### src/rtl/bpa_pkg.sv
// Shared types, codes and constants of the buffer pool allocator
package bpa_pkg;

  // Fixed field widths
  localparam int FUNC_W   = 2;
  localparam int INDEX_W  = 11;
  localparam int STATUS_W = 2;
  localparam int SLOT_W   = 8;
  localparam int OFFSET_W = 24;
  localparam int COUNT_W  = 9;
  localparam int BSIZE_W  = 16;

  // Configuration port
  localparam int APB_DW = 32;
  localparam int APB_AW = 3;
  localparam logic [0:0] REG_BUFFER_SIZE = 1'b0;

  // Defaults
  localparam int DEF_POOL_DEPTH = 256;
  localparam logic [BSIZE_W-1:0] BSIZE_RESET = 16'd2048;

  // Operation codes
  localparam logic [FUNC_W-1:0] FUNC_ACQUIRE = 2'd0;
  localparam logic [FUNC_W-1:0] FUNC_RELEASE = 2'd1;
  localparam logic [FUNC_W-1:0] FUNC_LOCATE  = 2'd2;

  // Status codes
  localparam logic [STATUS_W-1:0] STATUS_OK      = 2'd0;
  localparam logic [STATUS_W-1:0] STATUS_EMPTY   = 2'd1;
  localparam logic [STATUS_W-1:0] STATUS_RANGE   = 2'd2;
  localparam logic [STATUS_W-1:0] STATUS_NOT_OCC = 2'd3;

  // Controller to datapath commands
  typedef struct packed {
    logic load;  // capture the item
    logic eval;  // evaluate with RAM data, update state
    logic mul;   // form byte offset, post result
  } cmd_t;

endpackage

### src/rtl/buffer_pool_allocator.sv
// Top level of the buffer pool allocator
// Each item passes the states read, evaluate and multiply: busy rises at the edge that accepts
// it and falls at the edge that leaves the multiply state; the next item is accepted only once
// busy is low. The steps are the registered read of the free-stack and occupied-flag RAMs, the
// evaluate step that writes the flag RAM and, for a release, the stack RAM on success, and the
// registered buffer-size multiply. done_o marks the result, high for exactly one cycle, and
// rises at the edge where busy falls; the receiver cannot stall it and must take it then. The
// block is ready right out of reset: no clearing pass is needed, since untouched stack entries
// and flags are tracked by a low-water mark of the stack pointer.
module buffer_pool_allocator #(
  parameter int POOL_DEPTH = bpa_pkg::DEF_POOL_DEPTH
) (
  input  logic                                clk_i,
  input  logic                                rst_ni,
  input  logic                                start,
  output logic                                busy,
  input  logic [bpa_pkg::FUNC_W-1:0]          func_i,
  input  logic signed [bpa_pkg::INDEX_W-1:0]  index_i,
  output logic                                done_o,
  output logic [bpa_pkg::STATUS_W-1:0]        status_o,
  output logic [bpa_pkg::SLOT_W-1:0]          slot_o,
  output logic [bpa_pkg::OFFSET_W-1:0]        byte_offset_o,
  output logic [bpa_pkg::COUNT_W-1:0]         free_count_o,
  input  logic                                psel,
  input  logic                                penable,
  input  logic                                pwrite,
  input  logic [bpa_pkg::APB_AW-1:0]          paddr,
  input  logic [bpa_pkg::APB_DW-1:0]          pwdata,
  output logic [bpa_pkg::APB_DW-1:0]          prdata,
  output logic                                pready
);
  import bpa_pkg::*;

  cmd_t               cmd;
  logic [BSIZE_W-1:0] bsize;

  bpa_cfg u_cfg (
    .clk_i   (clk_i),
    .rst_ni  (rst_ni),
    .psel    (psel),
    .penable (penable),
    .pwrite  (pwrite),
    .paddr   (paddr),
    .pwdata  (pwdata),
    .prdata  (prdata),
    .pready  (pready),
    .bsize_o (bsize)
  );

  bpa_ctrl u_ctrl (
    .clk_i   (clk_i),
    .rst_ni  (rst_ni),
    .start_i (start),
    .busy_o  (busy),
    .cmd_o   (cmd)
  );

  bpa_dpath #(
    .POOL_DEPTH (POOL_DEPTH)
  ) u_dpath (
    .clk_i         (clk_i),
    .rst_ni        (rst_ni),
    .cmd_i         (cmd),
    .func_i        (func_i),
    .index_i       (index_i),
    .bsize_i       (bsize),
    .done_o        (done_o),
    .status_o      (status_o),
    .slot_o        (slot_o),
    .byte_offset_o (byte_offset_o),
    .free_count_o  (free_count_o)
  );

endmodule

### src/rtl/bpa_ram.sv
// Generic single-write, single-read RAM with registered read data
module bpa_ram #(
  parameter int WIDTH = 8,
  parameter int DEPTH = 256
) (
  input  logic                     clk_i,
  input  logic                     we_i,
  input  logic [$clog2(DEPTH)-1:0] waddr_i,
  input  logic [WIDTH-1:0]         wdata_i,
  input  logic [$clog2(DEPTH)-1:0] raddr_i,
  output logic [WIDTH-1:0]         rdata_o
);

  logic [WIDTH-1:0] mem [DEPTH];
  logic [WIDTH-1:0] rdata_q;

  always_ff @(posedge clk_i) begin
    if (we_i) begin
      mem[waddr_i] <= wdata_i;
    end
    rdata_q <= mem[raddr_i];
  end

  assign rdata_o = rdata_q;

endmodule

### src/rtl/bpa_cfg.sv
// APB-style configuration register file: buffer size
module bpa_cfg (
  input  logic                         clk_i,
  input  logic                         rst_ni,
  input  logic                         psel,
  input  logic                         penable,
  input  logic                         pwrite,
  input  logic [bpa_pkg::APB_AW-1:0]   paddr,
  input  logic [bpa_pkg::APB_DW-1:0]   pwdata,
  output logic [bpa_pkg::APB_DW-1:0]   prdata,
  output logic                         pready,
  output logic [bpa_pkg::BSIZE_W-1:0]  bsize_o
);
  import bpa_pkg::*;

  logic [BSIZE_W-1:0] bsize_q, bsize_d;
  logic               wr_en;
  logic               sel_bsize;

  // Register index is the word address
  assign sel_bsize = (paddr[APB_AW-1] == REG_BUFFER_SIZE);
  assign wr_en     = psel & penable & pwrite & pready;
  assign pready    = 1'b1;

  always_comb begin
    bsize_d = bsize_q;
    if (wr_en && sel_bsize) begin
      bsize_d = pwdata[BSIZE_W-1:0];
    end
  end

  always_ff @(posedge clk_i or negedge rst_ni) begin
    if (!rst_ni) begin
      bsize_q <= BSIZE_RESET;
    end else begin
      bsize_q <= bsize_d;
    end
  end

  // Read back
  assign prdata  = sel_bsize ? APB_DW'(bsize_q) : '0;
  assign bsize_o = bsize_q;

endmodule

### src/rtl/bpa_ctrl.sv
// Sequencer: accept, RAM read, evaluate, multiply
module bpa_ctrl (
  input  logic          clk_i,
  input  logic          rst_ni,
  input  logic          start_i,
  output logic          busy_o,
  output bpa_pkg::cmd_t cmd_o
);
  import bpa_pkg::*;

  typedef enum logic [1:0] {
    ST_IDLE,
    ST_READ,
    ST_EVAL,
    ST_MUL
  } state_e;

  state_e state_q;
  logic   busy_q;
  logic   accept;

  assign accept = start_i & ~busy_q;

  // State and busy flag
  always_ff @(posedge clk_i or negedge rst_ni) begin
    if (!rst_ni) begin
      state_q <= ST_IDLE;
      busy_q  <= 1'b0;
    end else begin
      unique case (state_q)
        ST_IDLE: begin
          if (accept) begin
            state_q <= ST_READ;
            busy_q  <= 1'b1;
          end
        end
        ST_READ: begin
          state_q <= ST_EVAL;
        end
        ST_EVAL: begin
          state_q <= ST_MUL;
        end
        ST_MUL: begin
          state_q <= ST_IDLE;
          busy_q  <= 1'b0;
        end
        default: begin
          state_q <= ST_IDLE;
          busy_q  <= 1'b0;
        end
      endcase
    end
  end

  assign busy_o      = busy_q;
  assign cmd_o.load  = accept;
  assign cmd_o.eval  = (state_q == ST_EVAL);
  assign cmd_o.mul   = (state_q == ST_MUL);

endmodule

### src/rtl/bpa_dpath.sv
// Datapath: free stack RAM, occupied flag RAM, stack pointer, offset multiplier
module bpa_dpath #(
  parameter int POOL_DEPTH = bpa_pkg::DEF_POOL_DEPTH
) (
  input  logic                          clk_i,
  input  logic                          rst_ni,
  input  bpa_pkg::cmd_t                 cmd_i,
  input  logic [bpa_pkg::FUNC_W-1:0]    func_i,
  input  logic [bpa_pkg::INDEX_W-1:0]   index_i,
  input  logic [bpa_pkg::BSIZE_W-1:0]   bsize_i,
  output logic                          done_o,
  output logic [bpa_pkg::STATUS_W-1:0]  status_o,
  output logic [bpa_pkg::SLOT_W-1:0]    slot_o,
  output logic [bpa_pkg::OFFSET_W-1:0]  byte_offset_o,
  output logic [bpa_pkg::COUNT_W-1:0]   free_count_o
);
  import bpa_pkg::*;

  localparam int AW = $clog2(POOL_DEPTH);
  localparam int TW = $clog2(POOL_DEPTH + 1);
  localparam int PW = AW + BSIZE_W;

  // Captured item
  logic [FUNC_W-1:0]  func_q;
  logic [INDEX_W-1:0] index_q;

  // Stack pointer and low-water mark; positions below the mark were never popped
  logic [TW-1:0] top_q, top_d;
  logic [TW-1:0] mark_q, mark_d;

  // Evaluate-stage results
  logic [AW-1:0]       s_q, s_d;
  logic [STATUS_W-1:0] stat_q, stat_d;
  logic [SLOT_W-1:0]   slot_q, slot_d;
  logic                off_en_q, off_en_d;

  // Result registers
  logic                done_q;
  logic [STATUS_W-1:0] status_q;
  logic [SLOT_W-1:0]   slot_out_q;
  logic [OFFSET_W-1:0] offset_q, offset_d;
  logic [COUNT_W-1:0]  count_q;

  // RAM ports
  logic          stk_we;
  logic [AW-1:0] stk_waddr, stk_wdata, stk_raddr, stk_rdata;
  logic          flg_we;
  logic [AW-1:0] flg_waddr, flg_raddr;
  logic          flg_wdata, flg_rdata;

  logic          idx_ok;
  logic [AW-1:0] idx_addr;
  logic [TW-1:0] rst_val;
  logic [AW-1:0] pop_val;
  logic          flag;
  logic [PW-1:0] prod;

  // Index decode: non-negative and below the pool depth
  assign idx_ok   = ~index_q[INDEX_W-1] &&
                    ({1'b0, index_q[INDEX_W-2:0]} < INDEX_W'(POOL_DEPTH));
  assign idx_addr = index_q[AW-1:0];

  // RAM reads are issued from registered state every cycle
  assign stk_raddr = AW'(top_q - TW'(1));
  assign flg_raddr = idx_addr;

  // Untouched stack entries read as their reset contents, computed from the stack pointer
  assign rst_val = TW'(POOL_DEPTH) - top_q;
  assign pop_val = (top_q == mark_q) ? AW'(rst_val) : stk_rdata;

  // Slots never handed out read as free
  assign flag = flg_rdata & (TW'(idx_addr) < (TW'(POOL_DEPTH) - mark_q));

  bpa_ram #(
    .WIDTH (AW),
    .DEPTH (POOL_DEPTH)
  ) u_stack_ram (
    .clk_i   (clk_i),
    .we_i    (stk_we),
    .waddr_i (stk_waddr),
    .wdata_i (stk_wdata),
    .raddr_i (stk_raddr),
    .rdata_o (stk_rdata)
  );

  bpa_ram #(
    .WIDTH (1),
    .DEPTH (POOL_DEPTH)
  ) u_flag_ram (
    .clk_i   (clk_i),
    .we_i    (flg_we),
    .waddr_i (flg_waddr),
    .wdata_i (flg_wdata),
    .raddr_i (flg_raddr),
    .rdata_o (flg_rdata)
  );

  // Evaluate: status, stack and flag updates
  always_comb begin
    top_d     = top_q;
    mark_d    = mark_q;
    s_d       = s_q;
    stat_d    = stat_q;
    slot_d    = slot_q;
    off_en_d  = off_en_q;
    stk_we    = 1'b0;
    stk_waddr = AW'(top_q);
    stk_wdata = idx_addr;
    flg_we    = 1'b0;
    flg_waddr = idx_addr;
    flg_wdata = 1'b0;
    if (cmd_i.eval) begin
      stat_d   = STATUS_OK;
      slot_d   = index_q[SLOT_W-1:0];
      off_en_d = 1'b0;
      s_d      = idx_addr;
      unique case (func_q)
        FUNC_ACQUIRE: begin
          if (top_q == '0) begin
            stat_d = STATUS_EMPTY;
            slot_d = '0;
          end else begin
            top_d = top_q - TW'(1);
            if (top_q == mark_q) begin
              mark_d = top_q - TW'(1);
            end
            s_d       = pop_val;
            slot_d    = SLOT_W'(pop_val);
            off_en_d  = 1'b1;
            flg_we    = 1'b1;
            flg_waddr = pop_val;
            flg_wdata = 1'b1;
          end
        end
        FUNC_RELEASE: begin
          if (!idx_ok) begin
            stat_d = STATUS_RANGE;
          end else if (!flag || (top_q >= TW'(POOL_DEPTH))) begin
            stat_d = STATUS_NOT_OCC;
          end else begin
            top_d    = top_q + TW'(1);
            off_en_d = 1'b1;
            flg_we   = 1'b1;
            stk_we   = 1'b1;
          end
        end
        FUNC_LOCATE: begin
          if (!idx_ok) begin
            stat_d = STATUS_RANGE;
          end else begin
            off_en_d = 1'b1;
          end
        end
        default: begin
          stat_d = STATUS_RANGE;
        end
      endcase
    end
  end

  // Offset multiply
  assign prod     = PW'(s_q) * PW'(bsize_i);
  assign offset_d = off_en_q ? OFFSET_W'(prod) : '0;

  always_ff @(posedge clk_i or negedge rst_ni) begin
    if (!rst_ni) begin
      top_q  <= TW'(POOL_DEPTH);
      mark_q <= TW'(POOL_DEPTH);
      done_q <= 1'b0;
    end else begin
      top_q  <= top_d;
      mark_q <= mark_d;
      done_q <= cmd_i.mul;
    end
  end

  // Payload registers
  always_ff @(posedge clk_i) begin
    if (cmd_i.load) begin
      func_q  <= func_i;
      index_q <= index_i;
    end
    s_q      <= s_d;
    stat_q   <= stat_d;
    slot_q   <= slot_d;
    off_en_q <= off_en_d;
    if (cmd_i.mul) begin
      status_q   <= stat_q;
      slot_out_q <= slot_q;
      offset_q   <= offset_d;
      count_q    <= COUNT_W'(top_q);
    end
  end

  assign done_o        = done_q;
  assign status_o      = status_q;
  assign slot_o        = slot_out_q;
  assign byte_offset_o = offset_q;
  assign free_count_o  = count_q;

endmodule

### config.mk
export PLATFORM = sky130hd
export DESIGN_NAME = buffer_pool_allocator
export DESIGN_NICKNAME = d
export VERILOG_FILES = /design/src/rtl/bpa_pkg.sv /design/src/rtl/buffer_pool_allocator.sv /design/src/rtl/bpa_ram.sv /design/src/rtl/bpa_cfg.sv /design/src/rtl/bpa_ctrl.sv /design/src/rtl/bpa_dpath.sv
export SDC_FILE = /design/constraint.sdc
export NUM_CORES = 2
export LEC_CHECK = 0
export ABC_AREA = 1
export BUFFER_PORTS_ARGS = -buffer_cell sky130_fd_sc_hd__buf_2
export CAP_MARGIN = 0
export CORE_AREA = 2 2 438 440
export DETAILED_ROUTE_END_ITERATION = 16
export DIE_AREA = 0 0 440 442
export PLACE_DENSITY = 0.76
export SKIP_CTS_REPAIR_TIMING = 1
export SKIP_LAST_GASP = 1
export SLEW_MARGIN = 20
export SYNTH_ARGS = -nofsm -noshare
export SYNTH_HDL_FRONTEND = slang
export SYNTH_SLANG_ARGS = --single-unit
### constraint.sdc
create_clock -name clk_i -period 15.65 [get_ports clk_i]
set_input_delay 3.9125 -clock clk_i [delete_from_list [all_inputs] [get_ports clk_i]]
set_output_delay 3.9125 -clock clk_i [all_outputs]
set_load 0.01 [all_outputs]
==> qor.tcl <==
set qor(yosys.cell_types.count) 47
set qor(buffer_ports.inserted) 96
set qor(slew_violations) 0
set qor(postPlaceCellArea_um2) 106000
set qor(design.final.nets) 9127
set qor(asyncSetResetFlopFracSynth_pct) 1.57
set qor(outcome) {completed}
set qor(start_kind) {primary input}
set qor(area_delta_synth_final_pct) 9.03
set qor(postRouteWirelength_um) 266000
set qor(p_leak_nw) 39.9
set qor(num_rows) 160
set qor(cts_made_buffers) 226
set qor(setup-violations-final) 0
set qor(maxSlewHeadroom_pct) 16.9
set qor(clock_insertion_delay_worst_skew_ns) 0.90
set qor(htreeDepth) 4
set qor(power-per-cell-area_nw_per_um2) 231
set qor(fin_tns_setup_ns) 0
set qor(drt-initial-drc-count) 10481
set qor(clock_sinks) 2426
set qor(ios) 132
set qor(path_class) {in2out}
set qor(die_w_um) 440
set qor(initial_utilization_pct) 54.9
set qor(clk_pin_slew_worst_paths_ns) 0.06
set qor(grt_start_max_net_pins) 199
set qor(grt_first_pass_wirelength_um) 402000
set qor(grt_pass1_vias) 68165
set qor(crit_chain) {buf_2, nor2_1, buf_2}
set qor(ant_nets) 0
set qor(share_of_cells_above_drive_strength_1_pct) 6.53
set qor(max_slew.worst_pin.slew_ns) 1.24
set qor(fin_crit_ns) 8.31
set qor(crit_fanout) 17
set qor(die_y_um) 442
set qor(power.total_mw) 26.2
set qor(detailedPlace.worstSlack_ns) 7.35
set qor(num_vias) 70874
set qor(antenna_found_initial) 2
set qor(synth.avg_cell_area_um2) 11.4
set qor(die-area_um2) 194000
set qor(worst-endpoint-arrival_ns) 4.40
set qor(final_hold_violations) 0
set qor(maxClockFrequency_mhz) 120
set qor(grt_setup_unrepaired) {no}
set qor(synthesis.instances) 9141
set qor(post-route-cell-area_um2) 113000
set qor(worst_ir_drop_vdd_uv) 392
set qor(finalWeightedCongestion) 0.894
set qor(drcViolationCount) 0
set qor(cts.root.buffer_cell) {sky130_fd_sc_hd__clkbuf_16}
set qor(synth_edf_count) 2379
set qor(endpoint_kind) {primary output}
set qor(synth_top_flop_cell) {sky130_fd_sc_hd__edfxtp_1}
set qor(final_period_utilization_pct) 53.1
set qor(drt-vias-per-instance) 6.09
set qor(cts_buffer_depth) 3
set qor(critical_path.most_common_cell) {sky130_fd_sc_hd__buf_2}
set qor(tritoncts) {built}
set qor(critPathRequiredTime_ns) 11.74
set qor(gr-total-overflow) 0
set qor(sequential_area_share_after_synthesis_pct) 69.8
set qor(drt_pass1_iterations) 7
set qor(yosysWarnings) 0
set qor(fin_worst_skew_ns) 0.0694
set qor(grtUsageTotal_pct) 26.9
set qor(crit_path_max_incr_delay_ns) 0.24
set qor(fp.coreArea_um2) 190000
set qor(timing.hold.worst.class) {reg2reg}
set qor(synth-seq-cells) 2426
set qor(postLayoutSetupSlackWorst_ns) 7.34
set qor(maxCapViolCount) 0
set qor(critical_path.slowest_cell) {sky130_fd_sc_hd__buf_2}
set qor(dp_hpwl_um) 145000
set qor(netlist_area_um2) 104000
set qor(routedWlPerCell_um) 22.9
-- state kept, by name (all words and copies together) (netlist names), 8 cells and up --
signal                       flops
u_cfg.bsize_o                   16
u_dpath.byte_offset_o           24
u_dpath.free_count_o             9
u_dpath.index_q                 11
u_dpath.mark_q                   9
u_dpath.s_q                      8
u_dpath.slot_o                   8
u_dpath.slot_q                   8
u_dpath.top_q                    9
u_dpath.u_flag_ram.mem         256
u_dpath.u_stack_ram.mem       2048
u_dpath.u_stack_ram.rdata_o      8
-- path summary, 6_finish.rpt --
check / startpoint / endpoint / slack [ns] / cells after the start
setup reg to reg: u_dpath.top_q[0] / u_dpath.u_stack_ram.rdata_o[0] / 9.52 / 15
max in group asynchronous: rst_ni / u_dpath.top_q[0] / 11.79 / 1
hold reg to reg: u_dpath.slot_q[3] / u_dpath.slot_o[3] / 0.42 / 0
hold / removal: u_dpath.slot_q[3] / u_dpath.slot_o[3] / 0.42 / 0
min in group asynchronous: rst_ni / u_dpath.top_q[3] / 3.17 / 1
setup / recovery: paddr[2] / prdata[4] / 7.34 / 3
-- power breakdown --
group          switching, mW  internal (mW)
sequential             0.198           7.59
clock                   2.41           3.08
combinational           9.21           3.70
-- Yosys cell counts, drive strengths merged, types with 60 or more instances --
| master | instances | area, um^2 |
|---|---|---|
| edfxtp | 2379 | 71400 |
| nand2 | 1794 | 6870 |
| nand3 | 1504 | 7570 |
| nor2 | 1092 | 4150 |
| o21ai | 642 | 3210 |
| clkbuf | 475 | 1780 |
| inv | 420 | 1580 |
| o22ai | 234 | 1460 |
| a21oi | 168 | 886 |
| buf | 161 | 880 |
| fa | 84 | 1680 |
| ha | 60 | 751 |
-- critical path, delay by kind of cell --
family	cells	cell delay, ns
buf+inv	2	0.39
simple gates	1	0.09
-- through the flow --
stage / hold WS, ns / std cells / utilization, %
global placement: 0.405 / 11211 / 55.9
finish: 0.418 / 11640 / 59.8
global route: 0.427 / 11635 / 59.8
CTS: 0.414 / 11634 / 59.8
floorplan: 0.400 / 9156 / -
detailed placement: 0.405 / 11211 / 55.9
-- logic make-up (layout without fill, tap and decap cells) --
| family | count (synthesis) | in the layout | synth area share [%] |
|---|---|---|---|
| AO/OA/AOI/OAI | 1064 | 1064 | 5.49 |
| XOR/XNOR | 20 | 20 | 0.183 |
| adder cells (fa/ha/maj) | 144 | 144 | 2.34 |
| buffers and inverters | 1066 | 1034 | 4.11 |
| flip-flops | 2426 | 2426 | 69.8 |
| other | 2 | 22 | 0.00722 |
| AND/OR/NAND/NOR | 4419 | 4419 | 18.1 |
-- cell usage in the layout (no fill, tap or decap), types with 24 or more instances in the layout --
cell type / n
sky130_fd_sc_hd__a21oi_1: 164
sky130_fd_sc_hd__buf_2: 96
sky130_fd_sc_hd__buf_4: 69
sky130_fd_sc_hd__bufinv_16: 24
sky130_fd_sc_hd__clkbuf_1: 46
sky130_fd_sc_hd__clkbuf_16: 228
sky130_fd_sc_hd__clkinv_1: 69
sky130_fd_sc_hd__clkinv_2: 40
sky130_fd_sc_hd__dfrtp_1: 34
sky130_fd_sc_hd__edfxtp_1: 2379
sky130_fd_sc_hd__fa_1: 84
sky130_fd_sc_hd__ha_1: 58
sky130_fd_sc_hd__inv_1: 403
sky130_fd_sc_hd__nand2_1: 1752
sky130_fd_sc_hd__nand2_2: 33
sky130_fd_sc_hd__nand3_1: 1495
sky130_fd_sc_hd__nor2_1: 1082
sky130_fd_sc_hd__o21ai_0: 641
sky130_fd_sc_hd__o22ai_1: 234
-- layout make-up --
| cell class | instances | area, um^2 |
|---|---|---|
| Tap cell | 2511 | 3140 |
| Timing Repair Buffer | 181 | 1310 |
| Clock inverter | 149 | 1530 |
| Antenna cell | 5 | 12.5 |
| Sequential cell | 2426 | 72600 |
| Multi-Input combinational cell | 5664 | 27300 |
| Fill cell | 14239 | 76200 |
| Clock buffer | 274 | 5880 |
| Inverter | 430 | 1650 |
-- metal layers --
layer  vias up  wire [um]  GRT usage (%)  part of all wire [%]
met2      4130     126000           42.7                    47
met1     34424      98500           35.8                    37
met3       753      29200           5.55                    11
met5         -         27              0                 0.010
li1      31563          -              -                     -
met4         4      13000           12.7                   4.9
Note: power is estimated with default switching activity, not from simulation.
